**src/hw/rtl/idc_pkg.sv**
```systemverilog
// ----------------------------------------------------------------------------
// idc_pkg
// Shared types and codes of the image depth converter: register indexes,
// conversion modes, configuration and packing state records, result jobs.
// ----------------------------------------------------------------------------
package idc_pkg;

    // Configuration register indexes
    localparam logic [1:0] CFG_CONVERSION_MODE  = 2'd0;
    localparam logic [1:0] CFG_OVERFLOW_POLICY  = 2'd1;
    localparam logic [1:0] CFG_SHIFT_AMOUNT     = 2'd2;
    localparam logic [1:0] CFG_FIRST_BIT_OFFSET = 2'd3;

    // Conversion modes; codes above MODE_U32_TO_U1 mean nothing
    localparam logic [3:0] MODE_U8_TO_S16  = 4'd0;
    localparam logic [3:0] MODE_S16_TO_U8  = 4'd1;
    localparam logic [3:0] MODE_U1_TO_U8   = 4'd2;
    localparam logic [3:0] MODE_U1_TO_U16  = 4'd3;
    localparam logic [3:0] MODE_U1_TO_S16  = 4'd4;
    localparam logic [3:0] MODE_U1_TO_U32  = 4'd5;
    localparam logic [3:0] MODE_U8_TO_U1   = 4'd6;
    localparam logic [3:0] MODE_U16_TO_U1  = 4'd7;
    localparam logic [3:0] MODE_S16_TO_U1  = 4'd8;
    localparam logic [3:0] MODE_U32_TO_U1  = 4'd9;

    // Overflow policy for S16 to U8 narrowing
    localparam logic POLICY_WRAP     = 1'b0;
    localparam logic POLICY_SATURATE = 1'b1;

    localparam logic [7:0]  FULL_MASK = 8'hFF;
    localparam logic [3:0]  BYTE_BITS = 4'd8;
    localparam logic [7:0]  U8_MAX    = 8'd255;

    typedef struct packed {
        logic [3:0] conversion_mode;
        logic       overflow_policy;
        logic [3:0] shift_amount;
        logic [2:0] first_bit_offset;
    } t_cfg;

    typedef struct packed {
        logic [7:0] pack_byte;
        logic [7:0] pack_mask;
        logic [2:0] bit_position;
        logic       row_start;
    } t_pack_state;

    // One item's results: a single pixel/byte, or an expansion of packed bits
    typedef struct packed {
        logic        expand;
        logic [31:0] value;     // pixel value, or all-ones pattern when expanding
        logic [7:0]  mask;
        logic [7:0]  bits;      // packed bits, first taken bit at bit 0
        logic [3:0]  take;      // number of results, 1..8
    } t_job;

endpackage

```
**src/hw/rtl/idc_in_if.sv**
```systemverilog
// ----------------------------------------------------------------------------
// idc_in_if
// Pixel input channel: valid/ready handshake with one sample per transfer.
// ----------------------------------------------------------------------------
interface idc_in_if;
    logic        valid;
    logic        ready;
    logic [31:0] sample;
    logic [3:0]  pixel_count;
    logic        row_end;

    modport source (output valid, output sample, output pixel_count, output row_end,
                    input ready);
    modport sink   (input valid, input sample, input pixel_count, input row_end,
                    output ready);
endinterface

```
**src/hw/rtl/idc_out_if.sv**
```systemverilog
// ----------------------------------------------------------------------------
// idc_out_if
// Result output channel: valid/ready handshake with one result per transfer.
// ----------------------------------------------------------------------------
interface idc_out_if;
    logic        valid;
    logic        ready;
    logic [31:0] out_value;
    logic [7:0]  bit_mask;
    logic        last;

    modport source (output valid, output out_value, output bit_mask, output last,
                    input ready);
    modport sink   (input valid, input out_value, input bit_mask, input last,
                    output ready);
endinterface

```
**src/hw/rtl/idc_cfg_if.sv**
```systemverilog
// ----------------------------------------------------------------------------
// idc_cfg_if
// Configuration write channel: register index and write data.
// ----------------------------------------------------------------------------
interface idc_cfg_if;
    logic       valid;
    logic       ready;
    logic [1:0] index;
    logic [3:0] data;

    modport source (output valid, output index, output data, input ready);
    modport sink   (input valid, input index, input data, output ready);
endinterface

```
**src/hw/rtl/idc_item_decode.sv**
```systemverilog
// ----------------------------------------------------------------------------
// idc_item_decode
// Converts one input item against the current configuration and packing
// state: builds the result job and the packing state after the item.
// ----------------------------------------------------------------------------
module idc_item_decode
    import idc_pkg::*;
(
    input  t_cfg        i_cfg,
    input  t_pack_state i_state,
    input  logic [31:0] i_sample,
    input  logic [3:0]  i_pixel_count,
    input  logic        i_row_end,
    output t_job        o_job,
    output logic        o_has_result,
    output t_pack_state o_state_next
);

    logic        mode_defined;
    logic [15:0] widen_value;
    logic [15:0] narrow_shifted;
    logic [7:0]  narrow_value;
    logic [2:0]  unpack_start;
    logic [3:0]  count_capped;
    logic [3:0]  bits_left;
    logic [3:0]  unpack_take;
    logic [3:0]  unpack_end;
    logic [31:0] ones_value;
    logic        nonzero;
    logic [7:0]  base_byte;
    logic [7:0]  base_mask;
    logic [2:0]  pack_pos;
    logic [7:0]  pos_sel;
    logic [7:0]  packed_byte;
    logic [7:0]  packed_mask;

    assign mode_defined = (i_cfg.conversion_mode <= MODE_U32_TO_U1);

    // U8 to S16: shift left, keep 16 bits
    assign widen_value = 16'(i_sample[7:0]) << i_cfg.shift_amount;

    // S16 to U8: arithmetic right shift, then wrap or clamp
    assign narrow_shifted = 16'($signed(i_sample[15:0]) >>> i_cfg.shift_amount);

    always_comb begin
        priority if (i_cfg.overflow_policy == POLICY_SATURATE) begin
            if (narrow_shifted[15]) begin
                narrow_value = 8'd0;
            end else if (narrow_shifted[14:8] != 7'd0) begin
                narrow_value = U8_MAX;
            end else begin
                narrow_value = narrow_shifted[7:0];
            end
        end else begin
            narrow_value = narrow_shifted[7:0];
        end
    end

    // Packed U1 source: bit walk within the byte
    assign unpack_start = i_state.row_start ? i_cfg.first_bit_offset : i_state.bit_position;
    assign count_capped = (i_pixel_count > BYTE_BITS) ? BYTE_BITS : i_pixel_count;
    assign bits_left    = BYTE_BITS - {1'b0, unpack_start};
    assign unpack_take  = (count_capped > bits_left) ? bits_left : count_capped;
    assign unpack_end   = {1'b0, unpack_start} + unpack_take;

    always_comb begin
        unique case (i_cfg.conversion_mode)
            MODE_U1_TO_U8:  ones_value = 32'h0000_00FF;
            MODE_U1_TO_U32: ones_value = 32'hFFFF_FFFF;
            default:        ones_value = 32'h0000_FFFF;
        endcase
    end

    // U1 output: pixel test and bit insert
    always_comb begin
        unique case (i_cfg.conversion_mode)
            MODE_U8_TO_U1:  nonzero = (i_sample[7:0] != 8'd0);
            MODE_U32_TO_U1: nonzero = (i_sample != 32'd0);
            default:        nonzero = (i_sample[15:0] != 16'd0);
        endcase
    end

    assign base_byte   = i_state.row_start ? 8'd0 : i_state.pack_byte;
    assign base_mask   = i_state.row_start ? 8'd0 : i_state.pack_mask;
    assign pack_pos    = i_state.row_start ? i_cfg.first_bit_offset : i_state.bit_position;
    assign pos_sel     = 8'd1 << pack_pos;
    assign packed_byte = (base_byte & ~pos_sel) | (nonzero ? pos_sel : 8'd0);
    assign packed_mask = base_mask | pos_sel;

    // Select job and next state by mode
    always_comb begin
        o_job                  = '0;
        o_job.mask             = FULL_MASK;
        o_job.take             = 4'd1;
        o_has_result           = 1'b0;
        o_state_next           = i_state;
        o_state_next.row_start = mode_defined ? i_row_end : i_state.row_start;

        priority if (!mode_defined) begin
            o_has_result = 1'b0;
        end else if (i_cfg.conversion_mode == MODE_U8_TO_S16) begin
            o_has_result = 1'b1;
            o_job.value  = {16'd0, widen_value};
        end else if (i_cfg.conversion_mode == MODE_S16_TO_U8) begin
            o_has_result = 1'b1;
            o_job.value  = {24'd0, narrow_value};
        end else if (i_cfg.conversion_mode <= MODE_U1_TO_U32) begin
            o_has_result              = (unpack_take != 4'd0);
            o_job.expand              = 1'b1;
            o_job.value               = ones_value;
            o_job.bits                = i_sample[7:0] >> unpack_start;
            o_job.take                = unpack_take;
            o_state_next.bit_position = unpack_end[2:0];
        end else begin
            if (pack_pos == 3'd7 || i_row_end) begin
                o_has_result              = 1'b1;
                o_job.value               = {24'd0, packed_byte};
                o_job.mask                = packed_mask;
                o_state_next.pack_byte    = 8'd0;
                o_state_next.pack_mask    = 8'd0;
                o_state_next.bit_position = 3'd0;
            end else begin
                o_state_next.pack_byte    = packed_byte;
                o_state_next.pack_mask    = packed_mask;
                o_state_next.bit_position = pack_pos + 3'd1;
            end
        end
    end

endmodule

```
**src/hw/rtl/image_depth_converter.sv**
```systemverilog
// ----------------------------------------------------------------------------
// image_depth_converter
// Streams pixels between image depths: U8/S16 shifts, U1 unpacking into
// wide pixels and U1 packing into masked bytes, one row at a time.
//
//   channel   port     dir   per transfer
//   -------   ------   ---   ------------------------------------------
//   pixels    i_in     in    sample, pixel_count, row_end
//   results   o_out    out   out_value, bit_mask, last
//   config    i_cfg    in    index (0..3), data; always ready
//
// An item enters a job register in the cycle it is accepted; its results
// pass from there to the output register. While the output does not stall,
// ordinary pixels run at one item per cycle and a packed U1 source byte
// yields up to 8 results, one per cycle; the next item is taken as its last
// result leaves the job register. Output stalls hold the output register
// and back up into i_in.ready. Synchronous active-low reset clears config,
// packing state and valid flags; a row starts right after reset.
// ----------------------------------------------------------------------------
module image_depth_converter
    import idc_pkg::*;
(
    input  logic      i_clk,
    input  logic      i_rst_n,
    idc_in_if.sink    i_in,
    idc_out_if.source o_out,
    idc_cfg_if.sink   i_cfg
);

    t_cfg        r_cfg;
    t_pack_state r_state;
    t_pack_state n_state;
    t_job        r_job;
    t_job        n_job;
    logic        r_job_valid;
    logic [2:0]  r_idx;
    logic        r_out_valid;
    logic [31:0] r_out_value;
    logic [7:0]  r_out_mask;
    logic        r_out_last;

    logic        has_result;
    logic        in_xfer;
    logic        out_load;
    logic        elem_last;
    logic        job_done;
    logic [31:0] elem_value;

    // Configuration writes
    assign i_cfg.ready = 1'b1;

    always_ff @(posedge i_clk) begin
        if (!i_rst_n) begin
            r_cfg <= '0;
        end else if (i_cfg.valid) begin
            unique case (i_cfg.index)
                CFG_CONVERSION_MODE:  r_cfg.conversion_mode  <= i_cfg.data;
                CFG_OVERFLOW_POLICY:  r_cfg.overflow_policy  <= i_cfg.data[0];
                CFG_SHIFT_AMOUNT:     r_cfg.shift_amount     <= i_cfg.data;
                CFG_FIRST_BIT_OFFSET: r_cfg.first_bit_offset <= i_cfg.data[2:0];
                default:              r_cfg <= r_cfg;
            endcase
        end
    end

    // Item conversion
    idc_item_decode u_decode (
        .i_cfg         (r_cfg),
        .i_state       (r_state),
        .i_sample      (i_in.sample),
        .i_pixel_count (i_in.pixel_count),
        .i_row_end     (i_in.row_end),
        .o_job         (n_job),
        .o_has_result  (has_result),
        .o_state_next  (n_state)
    );

    // Current element of the job
    assign elem_value = (r_job.expand && !r_job.bits[r_idx]) ? 32'd0 : r_job.value;
    assign elem_last  = ({1'b0, r_idx} == (r_job.take - 4'd1));
    assign out_load   = r_job_valid && (!r_out_valid || o_out.ready);
    assign job_done   = out_load && elem_last;

    assign i_in.ready = !r_job_valid || job_done;
    assign in_xfer    = i_in.valid && i_in.ready;

    // Packing state advances with every accepted item
    always_ff @(posedge i_clk) begin
        if (!i_rst_n) begin
            r_state <= '{pack_byte: 8'd0, pack_mask: 8'd0, bit_position: 3'd0,
                         row_start: 1'b1};
        end else if (in_xfer) begin
            r_state <= n_state;
        end
    end

    // Job register: load on transfer, step one result at a time
    always_ff @(posedge i_clk) begin
        if (!i_rst_n) begin
            r_job_valid <= 1'b0;
            r_idx       <= 3'd0;
        end else if (in_xfer) begin
            r_job_valid <= has_result;
            r_idx       <= 3'd0;
        end else if (job_done) begin
            r_job_valid <= 1'b0;
        end else if (out_load) begin
            r_idx <= r_idx + 3'd1;
        end
    end

    always_ff @(posedge i_clk) begin
        if (in_xfer) begin
            r_job <= n_job;
        end
    end

    // Output register
    always_ff @(posedge i_clk) begin
        if (!i_rst_n) begin
            r_out_valid <= 1'b0;
        end else if (out_load) begin
            r_out_valid <= 1'b1;
        end else if (o_out.ready) begin
            r_out_valid <= 1'b0;
        end
    end

    always_ff @(posedge i_clk) begin
        if (out_load) begin
            r_out_value <= elem_value;
            r_out_mask  <= r_job.expand ? FULL_MASK : r_job.mask;
            r_out_last  <= elem_last;
        end
    end

    assign o_out.valid     = r_out_valid;
    assign o_out.out_value = r_out_value;
    assign o_out.bit_mask  = r_out_mask;
    assign o_out.last      = r_out_last;

endmodule

```
**src/flat_wrapper.sv**
```systemverilog
// flat-port wrapper written by rule: the top's interface ports become plain ports
module image_depth_converter_flat import idc_pkg::*;
  (i_clk, i_rst_n, i_in_valid, i_in_sample, i_in_pixel_count, i_in_row_end, i_in_ready, o_out_valid, o_out_out_value, o_out_bit_mask, o_out_last, o_out_ready, i_cfg_valid, i_cfg_index, i_cfg_data, i_cfg_ready);
  idc_in_if i_in_i ();
  idc_out_if o_out_i ();
  idc_cfg_if i_cfg_i ();
  input  logic i_clk;
  input  logic i_rst_n;
  input wire logic [$bits(i_in_i.valid)-1:0] i_in_valid;
  input wire logic [$bits(i_in_i.sample)-1:0] i_in_sample;
  input wire logic [$bits(i_in_i.pixel_count)-1:0] i_in_pixel_count;
  input wire logic [$bits(i_in_i.row_end)-1:0] i_in_row_end;
  output wire logic [$bits(i_in_i.ready)-1:0] i_in_ready;
  output wire logic [$bits(o_out_i.valid)-1:0] o_out_valid;
  output wire logic [$bits(o_out_i.out_value)-1:0] o_out_out_value;
  output wire logic [$bits(o_out_i.bit_mask)-1:0] o_out_bit_mask;
  output wire logic [$bits(o_out_i.last)-1:0] o_out_last;
  input wire logic [$bits(o_out_i.ready)-1:0] o_out_ready;
  input wire logic [$bits(i_cfg_i.valid)-1:0] i_cfg_valid;
  input wire logic [$bits(i_cfg_i.index)-1:0] i_cfg_index;
  input wire logic [$bits(i_cfg_i.data)-1:0] i_cfg_data;
  output wire logic [$bits(i_cfg_i.ready)-1:0] i_cfg_ready;
  assign i_in_i.valid = i_in_valid;
  assign i_in_i.sample = i_in_sample;
  assign i_in_i.pixel_count = i_in_pixel_count;
  assign i_in_i.row_end = i_in_row_end;
  assign i_in_ready = i_in_i.ready;
  assign o_out_valid = o_out_i.valid;
  assign o_out_out_value = o_out_i.out_value;
  assign o_out_bit_mask = o_out_i.bit_mask;
  assign o_out_last = o_out_i.last;
  assign o_out_i.ready = o_out_ready;
  assign i_cfg_i.valid = i_cfg_valid;
  assign i_cfg_i.index = i_cfg_index;
  assign i_cfg_i.data = i_cfg_data;
  assign i_cfg_ready = i_cfg_i.ready;
  image_depth_converter u_core (.i_clk(i_clk), .i_rst_n(i_rst_n), .i_in(i_in_i), .o_out(o_out_i), .i_cfg(i_cfg_i));
endmodule
```
**config.mk**
```make
export PLATFORM = sky130hd
export DESIGN_NAME = image_depth_converter_flat
export DESIGN_NICKNAME = d
export VERILOG_FILES = /design/src/hw/rtl/idc_pkg.sv /design/src/hw/rtl/idc_in_if.sv /design/src/hw/rtl/idc_out_if.sv /design/src/hw/rtl/idc_cfg_if.sv /design/src/hw/rtl/idc_item_decode.sv /design/src/hw/rtl/image_depth_converter.sv /design/src/flat_wrapper.sv
export SDC_FILE = /design/constraint.sdc
export NUM_CORES = 1
export LEC_CHECK = 0
export BUFFER_PORTS_ARGS = -buffer_cell sky130_fd_sc_hd__buf_2
export CORE_ASPECT_RATIO = 2
export CORE_MARGIN = 2
export CORE_UTILIZATION = 40
export DETAILED_ROUTE_END_ITERATION = 10
export PLACE_DENSITY = 0.74
export SLEW_MARGIN = 20
export SYNTH_ARGS = -nofsm -noshare
export SYNTH_HDL_FRONTEND = slang
export SYNTH_SLANG_ARGS = --single-unit
```
**constraint.sdc**
```tcl
create_clock -name i_clk -period 3.92 [get_ports i_clk]
set_input_delay 0.392 -clock i_clk [delete_from_list [all_inputs] [get_ports i_clk]]
set_output_delay 0.392 -clock i_clk [all_outputs]
set_load 0.02 [all_outputs]
```
==> flow_summary.ini, run 1 <==
[outcome]
outcome = finished clean

[final_layout]
final_area_um2 = 7120
multiInputGateArea_um2 = 3250
seq_area_um2 = 2660
final_nets = 769
insertedDiodeCount = 0
fillerInstances = 1473
drive_gt1_share_pct = 24.6
area_growth_pct = 14.0

[synthesis]
synth-seq-cells = 101
async_flop_share_pct = 0
yosysMostFrequentCell = nand2_1
synth_flop_cell = edfxtp_1
synth-edff-count = 64
syn-instance-count = 641
syn_area_um2 = 6240
yosysWarnings = 0
ys_top_cells_by_area = edfxtp_1, dfxtp_1, mux2i_1
synth_commonest_cells = nand2_1, edfxtp_1, nor2_1
ys_types = 74
syn-num-nets = 704
synth_area_leader_cell = edfxtp_1
ys_seq_area_share_pct = 42.7
netlist.area_leader.share_pct = 30.8
avgSynthCellArea_um2 = 9.74

[timing]
max_slew.worst_pin.slew_ps = 873
skew_ps = 8.32
rsz0062_at_grt = no
fmax_ghz = 0.276
tns_ps = 0
hold_slack_ps = 297
fin_crit_ps = 3620
relSlewSlack_pct = 41.7
setup_violations = 0
final.setup.worst_slack_ps = 302
hold_viol = 0
drv_slew = 0
finalCritPeriodShare_pct = 92.3

[run]
maxCapViolations = 0

[critical_path]
startpoint_type = flop
critPathCaptureType = flop
path_cells = mux2_2 > inv_1 > nand2_1 > nor2_1 > inv_1 > ha_1 > nand2_1 > a21o_1 > o22ai_4 > o21ai_1 > ha_1 > fa_1 > xnor2_2 > nand3_1 > mux2i_1 > a2111oi_2 > a21oi_1
r2r_start = u_core.r_state[0]
cpMaxStageDelayCell = dfxtp_2
required_ps = 4150
crit_start = u_core.r_state[0]
worstPathMaxFanout = 7
crit_type = reg -> reg
max_stage_delay_ps = 410
cp.arrival_ps = 3840

[placed_design]
dpl_cell_area_um2 = 6800
portBuffers = 90
gp_congestion = 0.913
pre_cts_slack_ps = 31.4
dp_hpwl_mm = 12.6

[drt]
drtPass1Iterations = 5
ant_nets = 0
wl_per_cell_um = 17.6
wl_mm = 16.0
via_per_inst = 5.72
vias = 5196
route.detailed.drc = 0
first_iter_violations = 255

[global_route]
grt_start_max_net_pins = 39
gr-total-overflow = 0
track_usage_pct = 19.8
grt_pass1_wl_mm = 25.9
antenna_found_initial = 0
grt_pass1_vias = 5102

[clock_network]
clkLatencyLatePin_ps = 350
cts_tree = done
clockBufferDepth = 2
clkTransAtPathRegs_ps = 70
h-tree-depth = 3
post_cts_buffers = 0
cts_made_buffers = 9
cts_hold_buf = 0
cts_sinks = 101
root_buffer = clkbuf_16

[die]
die_height_um = 181
ios = 92
initial_core_util_pct = 40.8
die_area_um2 = 16700
core_um2 = 15300
die_w_um = 92.3
row_count = 64

[power]
p_per_area_nw_per_um2 = 380
vdd_drop_max_mv = 0.244
p_leak_nw = 2.69

[hold_path]
hold_path_startpoint = i_cfg_data[3]
hold_class = in -> reg
through the flow:
| stage | cells | util [%] | total power (W) |
|---|---|---|---|
| 3_5_place_dp | 892 | 44.5 | 0.00186 |
| 3_3_place_gp | 892 | 44.5 | 0.00185 |
| 6_report | 909 | 46.5 | 0.00270 |
| 5_1_grt | 909 | 46.5 | 0.00283 |
| 2_1_floorplan | 641 | - | 0.00169 |
| 4_1_cts | 908 | 46.4 | 0.00272 |
area by class of cell:
type | instances | share of cell area (%)
clock inverters | 7 | 0.914
clock buffers | 9 | 3.16
inverters | 19 | 1.00
flip-flops and latches | 101 | 37.4
multi-input cells | 466 | 45.7
well taps | 198 | 3.48
repair buffers | 109 | 8.33
routing by layer:
layer	share of wire, %	global-route usage, %	wire length [um]
met1	35	20.0	5550
met2	55	36.8	8760
met3	4.4	2.38	702
met4	6.4	13.2	1020
met5	0	0	0
state kept, by name, summed over array words and instances (netlist names):
name / flops
u_core.r_job: 38
u_core.o_out.bit_mask: 8
u_core.o_out.last: 1
u_core.r_idx: 3
u_core.r_job_valid: 1
u_core.o_out.valid: 1
u_core.r_cfg: 12
u_core.r_state: 20
u_core.o_out.out_value: 17
path summary, 6_finish.rpt:
kind	slack (ps)	end	cells past startpoint
max	300	u_core.r_state[3]	17
min	300	u_core.r_cfg[11]	3
max reg2reg	300	u_core.r_state[3]	17
min reg2reg	460	u_core.r_state[6]	2
power by group:
group	internal, W	switching (W)
Clock	0.000447	0.000415
Combinational	0.000219	0.000356
Sequential	0.00123	0.0000369
critical path: cells and delay by family (launching register included):
family / cells / cell delay, ps
AO/OA/AOI/OAI: 5 / 960
XOR/XNOR: 1 / 170
adder cells (fa/ha/maj): 3 / 940
buffers and inverters: 2 / 160
flip-flops: 1 / 410
multiplexers: 2 / 450
AND/OR/NAND/NOR: 4 / 390
kinds of logic after synthesis:
group	share of synthesized area, %
buffers and inverters	5.85
AND/OR/NAND/NOR	18.6
multiplexers	12.3
AO/OA/AOI/OAI	16.4
other	0.0601
adder cells (fa/ha/maj)	3.13
flip-flops	42.7
XOR/XNOR	0.982
repair_timing:
action / in CTS / in global routing
resized for setup: 0 / 6
endpoints found under the setup margin: 0 / 1
endpoints found under the hold margin: 0 / 0
layout by cell type, fill, tap and decap left out, types with 4 or more instances in the layout:
master	Yosys	routed
mux2i_1	34	34
a21o_1	6	6
buf_2	9	90
nor3_1	10	10
nor2b_1	7	7
inv_1	16	16
nor4_1	11	11
o31ai_1	5	5
a22oi_1	4	4
nand2_1	72	72
o211ai_1	11	11
nor2_1	48	48
clkbuf_16	0	9
and2_1	23	23
buf_4	18	19
nand3_1	23	23
o22ai_1	6	6
ha_1	14	14
mux2_2	13	13
edfxtp_1	64	64
o21ai_0	38	37
a22o_1	4	4
mux4_2	9	9
a31oi_1	4	4
nand2b_1	10	10
a21oi_1	29	28
dfxtp_1	37	36
or2_2	11	11
Note: power is estimated with default switching activity, not from simulation.
==> run 2: changes to the inputs <==
--- a/config.mk
+++ b/config.mk
@@ -11,6 +11,7 @@
 export CORE_UTILIZATION = 40
 export DETAILED_ROUTE_END_ITERATION = 10
 export PLACE_DENSITY = 0.74
+export REMOVE_ABC_BUFFERS = 1
 export SLEW_MARGIN = 20
 export SYNTH_ARGS = -nofsm -noshare
 export SYNTH_HDL_FRONTEND = slang
==> flow_summary.ini, run 2 (synthesis results as in run 1) <==
[run]
maxCapViolations = 0

[global_route]
met2_usage_pct = 34.6
grt_pass1_vias = 4934
antenna_found_initial = 0
use_met3_pct = 2.05
track_usage_pct = 18.8
grt_pass1_wl_mm = 24.9
gr-total-overflow = 0
grt-busiest-layer = met2
grt_start_max_net_pins = 28
grtUsageMet1_pct = 19.9

[die]
ios = 92
row_count = 64
die_w_um = 92.3
core_um2 = 15300
initial_core_util_pct = 40.8
die_height_um = 181
die_area_um2 = 16700

[drt]
first_iter_violations = 333
via_per_inst = 5.73
route.detailed.drc = 0
drtPass1Iterations = 7
ant_nets = 0
wl_mm = 15.6
wl_per_cell_um = 17.2
vias = 5209

[power]
internal-power_w = 0.00214
p_per_area_nw_per_um2 = 408
clkPwrFrac_pct = 37.1
p_switching_w = 0.000789
swShare_pct = 26.9
total_power_w = 0.00293
vdd_drop_max_mv = 0.242
comb_power_share_pct = 19.7
seqPwrFrac_pct = 43.2
p_leak_nw = 2.74

[final_layout]
layout.cells.most_common_list = buf_2, nand2_1, edfxtp_1
final_nets = 769
area_growth_pct = 15.3
insertedDiodeCount = 0
top_register = u_core.r_job
final_common_cell = buf_2
drive_gt1_share_pct = 24.6
largest_reg_flops = 38
instances_no_fill = 909

[critical_path]
worstPathMaxFanout = 6
cp.arrival_ps = 3980
critPathCaptureType = flop
required_ps = 4150
startpoint_type = flop
crit_type = reg -> reg

[timing]
fin_crit_ps = 3750
relSlewSlack_pct = 41.9
skew_ps = 6.98
fmax_ghz = 0.267
max_slew.worst_pin.slew_ps = 871
hold_viol = 0
setup_violations = 0
finalCritPeriodShare_pct = 95.6
final.setup.worst_slack_ps = 171
drv_slew = 0

[placed_design]
pre_cts_slack_ps = -15.3
dp_hpwl_mm = 12.0
portBuffers = 90
gp_congestion = 0.932
dp.cells = 892

[clock_network]
cts_made_buffers = 9
cts_sinks = 101
clockBufferDepth = 2
clkLatencyLatePin_ps = 350
cts_tree = done
h-tree-depth = 3
clkTransAtPathRegs_ps = 70
cts_hold_buf = 0
root_buffer = clkbuf_16

[hold_path]
hold_class = in -> reg

[outcome]
outcome = finished clean
-- run 2: layer usage --
metal / up-vias / routed length [um]
met2: 247 / 8430
met5: - / 0
met4: 0 / 868
met1: 2424 / 5530
met3: 61 / 801
li1: 2477 / -
-- run 2: timing repair --
item,CTS,global route
buffers inserted,0,1
endpoints found under the setup margin,0,1
resized for setup,0,5
-- run 2: cell type report --
cell class                 instances  area [um^2]
fill                            1423         8100
multi-input combinational        466         3240
tap                              198          248
clock buffer                      13          314
timing repair buffer             109          593
inverter                          19         71.3
sequential                       101         2660
clock inverter                     3         66.3
-- run 2: power by group through the flow --
stage / Clock [W] / Sequential [W] / Combinational (W)
2_1_floorplan: 0 / 0.00134 / 0.000306
3_3_place_gp: 0 / 0.00129 / 0.000558
3_5_place_dp: 0 / 0.00129 / 0.000564
4_1_cts: 0.00110 / 0.00127 / 0.000567
5_1_grt: 0.00114 / 0.00128 / 0.000627
6_report: 0.00109 / 0.00127 / 0.000578
-- run 2: worst paths after layout --
check                         start           endpoint  slack (ps)  cells past startpoint
setup / recovery  u_core.r_state[0]  u_core.r_state[3]         170                     16
hold / removal        i_cfg_data[3]   u_core.r_cfg[11]         300                      3
setup reg to reg  u_core.r_state[0]  u_core.r_state[3]         170                     16
hold reg to reg   u_core.r_state[6]  u_core.r_state[6]         460                      2
-- run 2: stage by stage --
step           setup TNS [ps]  cell area, um^2  hold WS, ps  utilization (%)
5_1_grt                 -2.55             7200          318             47.1
3_3_place_gp                0             6790          433             44.4
2_1_floorplan            -376             5950          425                -
4_1_cts                     0             7170          304             46.9
3_5_place_dp            -15.3             6790          444             44.4
6_report                    0             7200          303             47.1
-- run 2: critical path, stage by stage, from the launching register on --
cell       delay [ps]
dfxtp_2           390
mux2_2            360
inv_1             100
nand2_1           100
nor2_1            160
inv_1              60
ha_1              310
nand2_1            60
a21o_1            180
o22ai_4           230
o21ai_0           160
ha_1              240
fa_1              420
xnor2_2           240
nor3_1             90
a2111oi_2         400
a21oi_1           130
==> run 3: changes to the inputs <==
--- a/config.mk
+++ b/config.mk
@@ -10,9 +10,10 @@
 export CORE_MARGIN = 2
 export CORE_UTILIZATION = 40
 export DETAILED_ROUTE_END_ITERATION = 10
-export PLACE_DENSITY = 0.74
+export PLACE_DENSITY = 0.73
 export REMOVE_ABC_BUFFERS = 1
 export SLEW_MARGIN = 20
 export SYNTH_ARGS = -nofsm -noshare
 export SYNTH_HDL_FRONTEND = slang
+export SYNTH_HIERARCHICAL = 1
 export SYNTH_SLANG_ARGS = --single-unit
==> flow_summary.ini, run 3 <==
[final_layout]
top_register = u_core/r_job
layout.cells.most_common_list = nand2_1, edfxtp_1, buf_2
drive_gt1_share_pct = 23.1
fin_util_pct = 46.6
area_growth_pct = 15.6
final_common_cell = nand2_1
final_nets = 888
largest_reg_flops = 53
instances_no_fill = 1096
insertedDiodeCount = 0
final_area_um2 = 8940

[clock_network]
cts_sinks = 131
h-tree-depth = 4
clkTransAtPathRegs_ps = 60
cts_made_buffers = 17
clkLatencyLatePin_ps = 420
cts_resized = 0
cts_hold_buf = 0
cts_tree = done
post_cts_buffers = 0
clockBufferDepth = 2
root_buffer = clkbuf_16

[synthesis]
synth-edff-count = 94
synth_area_leader_cell = edfxtp_1
synth_flop_cell = edfxtp_1
netlist.area_leader.share_pct = 36.5
syn_area_um2 = 7730
yosysMostFrequentCell = nand2_1
avgSynthCellArea_um2 = 10.3
ys_seq_area_share_pct = 46.1
yosysWarnings = 6
synth-seq-cells = 131
async_flop_share_pct = 0
synth_commonest_cells = nand2_1, edfxtp_1, mux2i_1
ys_types = 74
syn-instance-count = 754
ys_top_cells_by_area = edfxtp_1, dfxtp_1, mux2i_1

[drt]
via_per_inst = 5.55
ant_nets = 0
wl_mm = 18.8
first_iter_violations = 687
wl_per_cell_um = 17.1
drtPass1Iterations = 6
route.detailed.drc = 0
vias = 6078

[critical_path]
max_stage_delay_ps = 450
worstPathMaxFanout = 6
path_cells = mux2i_1 > ha_1 > ha_1 > inv_1 > ha_1 > and4_1 > a21oi_1 > mux2_2 > fa_1 > xnor2_1 > xnor2_1 > o221ai_1 > nand2_1 > mux2i_1
crit_type = reg -> reg
cpMaxStageDelayCell = dfxtp_1
required_ps = 4260
crit_top_cell = ha_1
critPathCaptureType = flop
cp.arrival_ps = 3970
startpoint_type = flop

[placed_design]
dpl_cell_area_um2 = 8320
portBuffers = 90
dp_hpwl_mm = 13.8
dp.cells = 1064
gp_congestion = 0.906
pre_cts_slack_ps = 349

[timing]
rsz0062_at_grt = no
final.setup.worst_slack_ps = 293
drv_slew = 0
finalCritPeriodShare_pct = 92.5
relSlewSlack_pct = 36.7
skew_ps = 12.0
max_slew.worst_pin.slew_ps = 941
setup_violations = 0
fmax_ghz = 0.276
tns_ps = 0
fin_crit_ps = 3630
hold_viol = 0

[global_route]
grt_pass1_vias = 5770
antenna_found_initial = 0
track_usage_pct = 18.7
gr-total-overflow = 0
grt_start_max_net_pins = 60
grt_pass1_wl_mm = 29.6

[die]
core_um2 = 19200
die_w_um = 102
row_count = 72
initial_core_util_pct = 40.3
die_height_um = 201
die_area_um2 = 20500
ios = 92

[outcome]
outcome = finished clean

[power]
p_leak_nw = 3.33
p_per_area_nw_per_um2 = 426
vdd_drop_max_mv = 0.338

[hold_path]
hold_class = in -> reg

[run]
maxCapViolations = 0
## run 3: area by class of cell
class / instances / area [um^2]
inverters: 19 / 71.3
well taps: 259 / 324
repair buffers: 112 / 628
flip-flops and latches: 131 / 3560
fillers: 1761 / 10300
clock inverters: 15 / 188
clock buffers: 17 / 425
multi-input cells: 543 / 3740
## run 3: through the flow
step | total power, W | hold WS (ps)
finish | 0.00380 | 263
global route | 0.00394 | 270
CTS | 0.00383 | 260
detailed placement | 0.00220 | 466
global placement | 0.00219 | 457
floorplan | 0.00201 | 443
## run 3: kinds of logic after synthesis
logic type	synth area share [%]
AND/OR/NAND/NOR	18.9
AO/OA/AOI/OAI	13.8
flip-flops	46.1
buffers and inverters	5.68
multiplexers	11.6
adder cells (fa/ha/maj)	2.82
XOR/XNOR	1.13
other	0.0485
## run 3: power breakdown
part | leakage, nW | internal, W | switching [W]
sequential | 1.17 | 0.00159 | 0.0000334
clock | 0.301 | 0.000972 | 0.000656
combinational | 1.86 | 0.000215 | 0.000343
total | 3.33 | 0.00277 | 0.00103
## run 3: final timing paths
path	start	slack [ps]	end	cells after the start
max	u_core/r_state[0]	290	u_core/r_state[3]	14
min	i_in_valid	260	u_core/r_job_valid	3
max reg2reg	u_core/r_state[0]	290	u_core/r_state[3]	14
min reg2reg	u_core/r_state[10]	480	u_core/r_state[10]	2
## run 3: worst max-delay path: cells and delay by family, from the launching register on
kind                       cells  cell delay, ps
AOI/OAI and AO/OA              2             480
xor gates and xnor gates       2             300
adders and majority gates      4            1150
buffers and inverters          1              70
DFF                            1             450
muxes                          3             870
and+or+nand+nor                2             220
## run 3: metal layers
layer	track usage [%]	vias up	wire length, um
li1	-	2896	-
met1	19.2	2845	6700
met2	33.8	256	10100
met3	3.20	81	784
met4	11.9	0	1180
met5	0	-	0
